File: src/rtl/core/poisson_guidance_stencil_defines.svh
// ---------------------------------------------------------------------------
// Assertion macros shared by the stencil RTL
// ---------------------------------------------------------------------------
`ifndef POISSON_GUIDANCE_STENCIL_DEFINES_SVH
`define POISSON_GUIDANCE_STENCIL_DEFINES_SVH

// Same-cycle implication, disabled while reset is asserted.
`define PSN_ASSERT_NOW(lbl, ante, cons, msg) \
  lbl: assert property (@(posedge clk) disable iff (!rst_n) (ante) |-> (cons)) \
    else $error(msg);

// Next-cycle implication, disabled while reset is asserted.
`define PSN_ASSERT_NEXT(lbl, ante, cons, msg) \
  lbl: assert property (@(posedge clk) disable iff (!rst_n) (ante) |=> (cons)) \
    else $error(msg);

`endif

File: src/rtl/core/psn_pkg.sv
// ---------------------------------------------------------------------------
// psn_pkg
// Types and constants of the masked five-point stencil block.
// ---------------------------------------------------------------------------
package psn_pkg;

  localparam int MAX_WIDTH  = 1024;
  localparam int MAX_HEIGHT = 1024;
  localparam int ADDR_W     = $clog2(MAX_WIDTH);
  localparam int ROW_W      = $clog2(MAX_HEIGHT);
  localparam int SIZE_W     = 11;
  localparam int GRAD_W     = 11;
  localparam int BSUM_W     = 10;
  localparam int CFG_IDX_W  = 2;

  localparam logic [SIZE_W-1:0] MIN_SIZE      = SIZE_W'(3);
  localparam logic [SIZE_W-1:0] MAX_WIDTH_SZ  = SIZE_W'(MAX_WIDTH);
  localparam logic [SIZE_W-1:0] MAX_HEIGHT_SZ = SIZE_W'(MAX_HEIGHT);

  typedef enum logic [CFG_IDX_W-1:0] {
    CFG_PADDED_WIDTH  = 2'd0,
    CFG_PADDED_HEIGHT = 2'd1,
    CFG_MIXED_MODE    = 2'd2
  } cfg_idx_t;

  typedef struct packed {
    logic       mask;
    logic [7:0] tgt;
    logic [7:0] src;
  } pixel_t;

  // One line buffer entry: the row two above and the row above, same column.
  typedef struct packed {
    pixel_t two;
    pixel_t one;
  } line_word_t;

  typedef struct packed {
    pixel_t center;
    pixel_t left;
    pixel_t right;
    pixel_t top;
    pixel_t bottom;
  } window_t;

  typedef struct packed {
    logic signed [GRAD_W-1:0] guidance;
    logic        [BSUM_W-1:0] boundary_sum;
    logic                     center_in_mask;
  } result_t;

endpackage

File: src/rtl/core/psn_calc.sv
// ---------------------------------------------------------------------------
// psn_calc
// Masked Laplacian, mixed-gradient choice and outside-neighbour target sum.
// ---------------------------------------------------------------------------
module psn_calc
  import psn_pkg::*;
(
  input  window_t                  win,
  input  logic                     mixed_mode,
  input  logic signed [GRAD_W-1:0] other_gradient,
  output result_t                  res
);

  logic signed [GRAD_W:0]   lap;
  logic        [GRAD_W-1:0] lap_mag;
  logic        [GRAD_W-1:0] other_mag;
  logic                     pick_other;
  logic        [BSUM_W-1:0] t_left;
  logic        [BSUM_W-1:0] t_right;
  logic        [BSUM_W-1:0] t_top;
  logic        [BSUM_W-1:0] t_bottom;

  assign lap = $signed({2'b00, win.center.src, 2'b00})
             - $signed({4'b0000, win.left.src})
             - $signed({4'b0000, win.right.src})
             - $signed({4'b0000, win.top.src})
             - $signed({4'b0000, win.bottom.src});

  assign lap_mag   = lap[GRAD_W] ? GRAD_W'(-lap) : lap[GRAD_W-1:0];
  // most negative code gives 1024, which still fits unsigned
  assign other_mag = other_gradient[GRAD_W-1] ? (~other_gradient + 1'b1)
                                              : other_gradient;

  // ties go to the supplied gradient
  assign pick_other = mixed_mode && !(lap_mag > other_mag);

  assign t_left   = win.left.mask   ? '0 : BSUM_W'(win.left.tgt);
  assign t_right  = win.right.mask  ? '0 : BSUM_W'(win.right.tgt);
  assign t_top    = win.top.mask    ? '0 : BSUM_W'(win.top.tgt);
  assign t_bottom = win.bottom.mask ? '0 : BSUM_W'(win.bottom.tgt);

  always_comb begin
    res.center_in_mask = win.center.mask;
    if (win.center.mask) begin
      res.guidance     = pick_other ? other_gradient : lap[GRAD_W-1:0];
      res.boundary_sum = t_left + t_right + t_top + t_bottom;
    end else begin
      res.guidance     = '0;
      res.boundary_sum = '0;
    end
  end

endmodule

File: config.mk
export PLATFORM = sky130hd
export DESIGN_NAME = psn_calc
export DESIGN_NICKNAME = d
export VERILOG_FILES = /design/src/rtl/core/poisson_guidance_stencil_defines.svh /design/src/rtl/core/psn_pkg.sv /design/src/rtl/core/psn_calc.sv
export SDC_FILE = /design/constraint.sdc
export NUM_CORES = 1
export LEC_CHECK = 0
export BUFFER_PORTS_ARGS = -buffer_cell sky130_fd_sc_hd__buf_4
export CAP_MARGIN = 20
export CORE_MARGIN = 1
export CORE_UTILIZATION = 48
export DETAILED_ROUTE_END_ITERATION = 12
export GPL_TIMING_DRIVEN = 0
export PLACE_DENSITY = 0.92
export SYNTH_ARGS = -nofsm -noshare
export SYNTH_HDL_FRONTEND = slang
export SYNTH_SLANG_ARGS = --single-unit
File: constraint.sdc
create_clock -name vclk -period 8.1
set_input_delay 1.215 -clock vclk [all_inputs]
set_output_delay 1.215 -clock vclk [all_outputs]
set_load 0.05 [all_outputs]
==> out/results.tsv, run 1 <==
metric	value	unit
first-pass GRT wire length	13.4	mm
Avg Synthesized Cell Area	7.65	um^2
GRT Residual Overflow	0	
CP endpoint kind	output pin	
die area	0.00691	mm^2
worst hold-check path type	input pin to output pin	
layout cells sized above 1	0.268	
CP max FO	6	
mux contribution to synthesized area	0.0412	
FP Rows	29	
Area Overhead vs Synth	34.2	%
largest net degree at the start of global routing	11	
Initial Utilization	0.498	
Seq. cell area	0	um^2
sequential fraction of the synthesis area	0	
DRC	0	
main combinational cell family by area after synthesis	adder cells	
Max Clock Freq	127	MHz
core area	0.00635	mm^2
synthesized cell area	0.00316	mm^2
area share of xor/xnor cells in the synthesized design	0.0943	
Hold Vio Cnt, Final	0	
Ports	119	
DR pass1 iterations	4	
Pleak	0.00232	uW
Fill cells	507	
WS Path Type	input pin to output pin	
min-delay src	win[84]	
post-synthesis net count	582	
diode count	0	
Final period util	0.974	
clock buf count	0	
post-synthesis adder-cell area fraction	0.359	
commonest cells after routing, fill and taps aside	111 x buf_4, 89 x inv_1, 39 x ha_1	
cts hold-fix bufs	0	
Least-Margin Pin Slew	0.623	ns
total of max-cap violations	0	
initial antenna violation count	0	
hpwl dp	6.95	mm
Final Instance Area	0.00424	mm^2
number of port buffers	110	
yosys warns	0	
min cycle time layout	7.89	ns
Vias/cell	5.37	
Final Max Tran Viols	0	
most common cell after layout, fill and taps aside	buf_4	
WP data arrival	6.68	ns
setup tns final	0	ns
Finished Layout Cells	600	
Synth Area in Compound Gates	0.170	
Distinct cells, synth	54	
Slew headroom	0.581	
DR WL/cell	13.5	um
dpl cells	600	
vias in the first global route	3186	
Synth Area in Simple Gates	0.220	
status	completed	
Overall Global Routing Usage	0.225	
Placer Congestion	0.834	
WP data required	6.88	ns
Die Ht	83.1	um
CP Launch Type	input pin	
Cell Pwr Density	300	mW/mm^2
final setup violation count	0	
peak supply drop	322	uV
Worst Hold End	res[0]	
final hold slack	2.80	ns
1st-iter DRT viols	99	
Nets	694	
Hold Crit Depth	3	
post-route ant nets	0	
Post-Synthesis Cells	413	
multi-input combinational cell area	0.00293	mm^2
via count	3222	
cell area after placement	0.00411	mm^2
FF+latch count	0	
chip width	83.1	um
Routed WL	8.12	mm
stage by stage:
step | util | worst slack, ns | power (uW)
2_1_floorplan | - | -0.0122 | 869
3_3_place_gp | 0.647 | -0.442 | 1080
3_5_place_dp | 0.647 | -0.589 | 1140
4_1_cts | 0.653 | 0.0627 | 1190
5_1_grt | 0.668 | -0.0134 | 1380
6_report | 0.668 | 0.208 | 1270
synth_stat cells (all sizes together), types with 3 or more instances:
library cell / instances / area [um^2]
nor2b: 18 / 113
a21oi: 17 / 85.1
fa: 31 / 621
xor2: 15 / 131
o21a: 5 / 37.5
o211a: 3 / 30.0
a21o: 9 / 67.6
nor3: 6 / 30.0
nand2: 17 / 63.8
clkbuf: 3 / 11.3
nor2: 16 / 60.1
buf: 4 / 21.3
inv: 89 / 334
or3: 3 / 18.8
mux2i: 13 / 130
o31ai: 5 / 37.5
and2: 17 / 109
nand3: 3 / 15.0
a2111oi: 4 / 41.3
nand4: 3 / 18.8
o21ai: 12 / 60.1
xnor2: 19 / 166
ha: 41 / 513
nand2b: 30 / 188
o21bai: 3 / 22.5
kinds of logic (layout without fill, tap and decap cells):
kind of cell	Yosys count	after routing
xor+xnor	34	34
buf+inv	96	206
simple gates	123	123
fa+ha+maj	72	72
mux	13	13
compound gates	75	75
critical path, cell delays in order:
cell and delay [ns]:
buf_4 0.11, inv_1 0.09, ha_4 0.22, nor3b_2 0.16, o21ai_1 0.11, a21boi_1 0.10, o21a_1 0.20, or2_2 0.30
fa_1 0.48, inv_1 0.04, ha_1 0.36, nand3_1 0.14, a21oi_1 0.09, or4_4 0.52, a221oi_4 0.35, a21oi_2 0.11
xor2_1 0.17, ha_1 0.32, a21o_1 0.18, a21o_1 0.17, a21o_1 0.21, nor2b_1 0.24, o31ai_4 0.12, buf_4 0.17
mux2i_1 0.13, nor2b_2 0.15, buf_4 0.21
power by group:
part | internal [uW] | switching [uW] | total (uW)
Combinational | 534 | 739 | 1270
Sequential | 0 | 0 | 0
Clock | 0 | 0 | 0
Total | 534 | 739 | 1270
metal layers:
layer  up-vias  share of wire  track usage
met5         -              0            0
met4         0          0.019       0.0392
met3        18          0.035      0.00696
met2       104           0.56        0.454
met1      1531           0.38        0.264
li1       1569              -            -
timing repair:
item | 4_1_cts | 5_1_grt
buffers inserted | 1 | 0
endpoints found under the setup margin | 11 | 11
pin swaps | 1 | 6
gates resized for setup | 12 | 17
cell type report:
cell class         count  area share
repair buffers       111       0.197
multi-input cells    317       0.691
well taps             77      0.0227
inverters             89      0.0788
plain buffers          6     0.00974
worst max-delay path by stage:
stage | startpoint | end | slack, ns | depth (start not counted)
floorplan | win[53] | res[19] | -0.01 | 30
finish | win[53] | res[14] | 0.21 | 27
global placement | win[53] | res[20] | -0.44 | 32
detailed placement | win[53] | res[20] | -0.59 | 32
global route | win[53] | res[15] | -0.01 | 29
CTS | win[53] | res[15] | 0.06 | 31
No activity file was read; power rests on OpenSTA's default activity.
==> run 2: changes to the inputs <==
- BUFFER_PORTS_ARGS: -buffer_cell sky130_fd_sc_hd__buf_4 -> not set
- CORE_UTILIZATION: 48 -> 60
- DONT_BUFFER_PORTS: not set -> 1
- PLACE_DENSITY: 0.92 -> not set
- PLACE_DENSITY_LB_ADDON: not set -> 0.25
==> run 2 against run 1 <==
Cell count down 20%. First-iteration DRC count up 12%. Highest routed layer unchanged. Final area down 20%. Fmax up 1.2%.
==> out/results.tsv, run 2 (synthesis gave the netlist of run 1 again) <==
metric	value	unit	change
status	completed		unchanged
Final Max Tran Viols	0		unchanged
DRC	0		unchanged
initial antenna violation count	0		unchanged
FP Rows	26		was 29
DR WL/cell	13.2	um	was 13.5 um
Hold Vio Cnt, Final	0		unchanged
layout cells sized above 1	0.0751		was 0.268
Seq. cell area	0	um^2	unchanged
CP max FO	10		was 6
die area	0.00556	mm^2	was 0.00691 mm^2
DR pass1 iterations	4		unchanged
clock buf count	0		unchanged
hpwl dp	5.49	mm	was 6.95 mm
chip width	74.6	um	was 83.1 um
GRT Residual Overflow	0		unchanged
crit-path most repeated cell	a21o_1		
Placer Congestion	0.834		unchanged
worst hold-check path type	input pin to output pin		unchanged
CP Launch Type	input pin		unchanged
Initial Utilization	0.623		was 0.498
WS Path Type	input pin to output pin		unchanged
WP data required	6.88	ns	about the same
most common cell after layout, fill and taps aside	inv_1		was buf_4
via count	2711		was 3,222
crit path capture	res[19]		was res[14]
GR Layer Usage met1	0.293		was 0.264
Util after Layout	0.672		was 0.668
post-route ant nets	0		unchanged
total of max-cap violations	0		unchanged
dpl cells	483		was 600
slowest stage delay, CP	0.48	ns	was 0.52 ns
FF+latch count	0		unchanged
Pleak	0.00179	uW	was 0.00232 uW
Overall Global Routing Usage	0.214		was 0.225
diode count	0		unchanged
Least-Margin Pin Slew	0.636	ns	was 0.623 ns
1st-iter DRT viols	111		was 99
Vias/cell	5.61		was 5.37
min cycle time layout	7.80	ns	was 7.89 ns
CP endpoint kind	output pin		unchanged
peak supply drop	226	uV	was 322 uV
commonest cells after routing, fill and taps aside	89 x inv_1, 39 x ha_1, 31 x fa_1		was 111 x buf_4, 89 x inv_1, 39 x ha_1
Nets	584		was 694
Routed WL	6.39	mm	was 8.12 mm
number of port buffers	0		was 110
Cell Pwr Density	337	mW/mm^2	was 300 mW/mm^2
vias in the first global route	2381		was 3,186
Die Ht	74.6	um	was 83.1 um
WP data arrival	6.58	ns	was 6.68 ns
core area	0.00507	mm^2	was 0.00635 mm^2
Finished Layout Cells	483		was 600
M2 GR Usage	0.398		was 0.454
total power	1150	uW	was 1270 uW
crit path from	win[53]		unchanged
final setup violation count	0		unchanged
largest net degree at the start of global routing	11		unchanged
Ports	119		unchanged
GR met3 Demand/Resource	0.00407		was 0.00696
worst setup margin	0.301	ns	was 0.208 ns
Area Overhead vs Synth	8.00	%	was 34.2%
first-pass GRT wire length	9.68	mm	was 13.4 mm
dpl ws	-0.641	ns	was -0.589 ns
CP max-delay cell	fa_1		was or4_4
Max Clock Freq	128	MHz	was 127 MHz
Final period util	0.963		was 0.974
Slew headroom	0.572		was 0.581
global route hottest layer	met2		unchanged
==> run 2: cell count changes in the layout (fill, tap and decap cells not counted), moves of 2 or more <==
cell | previous run | this run
mux2i_2 | 2 | 0
and2_4 | 1 | 3
mux2i_1 | 11 | 13
o211a_2 | 0 | 2
buf_6 | 3 | 1
o211a_1 | 3 | 1
and2_1 | 16 | 13
buf_4 | 111 | 3
==> run 2: worst max-delay path, delay by kind of cell <==
kind / cells / cell delay (ns)
and+or+nand+nor: 6 / 0.87
xor gates and xnor gates: 2 / 0.29
muxes: 1 / 0.16
buffers and inverters: 4 / 0.43
adders and majority gates: 4 / 1.44
AOI/OAI and AO/OA: 12 / 2.19
==> run 2: routing by layer <==
metal / wire (um) / part of all wire / vias to the layer above
li1: - / - / 1354
met1: 2830 / 0.44 / 1272
met2: 3330 / 0.52 / 83
met3: 223 / 0.035 / 2
met4: 8 / 0.0013 / 0
met5: 0 / 0 / -
==> run 2: timing repair <==
item | CTS | global route
pin swaps | 0 | 4
resized for setup | 14 | 19
endpoints found under the hold margin | 0 | 0
hold buffers | 0 | 0
setup buffers | 0 | 1
setup endpoints to repair | 11 | 11
==> run 2: stage by stage <==
stage	instance area [um^2]	hold WS, ns	TNS [ns]
final	3410	2.60	0
after CTS	3300	2.60	0
after floorplan	3180	2.60	-0.0122
after global routing	3410	2.60	-0.162
after global placement	3270	2.60	-4.26
after detailed placement	3270	2.60	-5.46
==> run 2: worst min-delay path by stage <==
stage,startpoint,to,slack (ns),cells after the start
6_report,win[84],res[0],2.60,1
5_1_grt,win[84],res[0],2.60,1
4_1_cts,win[84],res[0],2.60,1
3_5_place_dp,win[84],res[0],2.60,1
3_3_place_gp,win[84],res[0],2.60,1
2_1_floorplan,win[84],res[0],2.60,1
==> run 2: final cells by class <==
class              count  area [um^2]
multi-input cells    317         2950
fillers              456         1660
inverters             89          334
well taps             70         87.6
plain buffers          6         37.5
repair buffers         1         7.51
==> run 2: power by group <==
group	internal [uW]	switching [uW]	total, uW
logic	447	701	1150
clock network	0	0	0
registers	0	0	0
total	447	701	1150
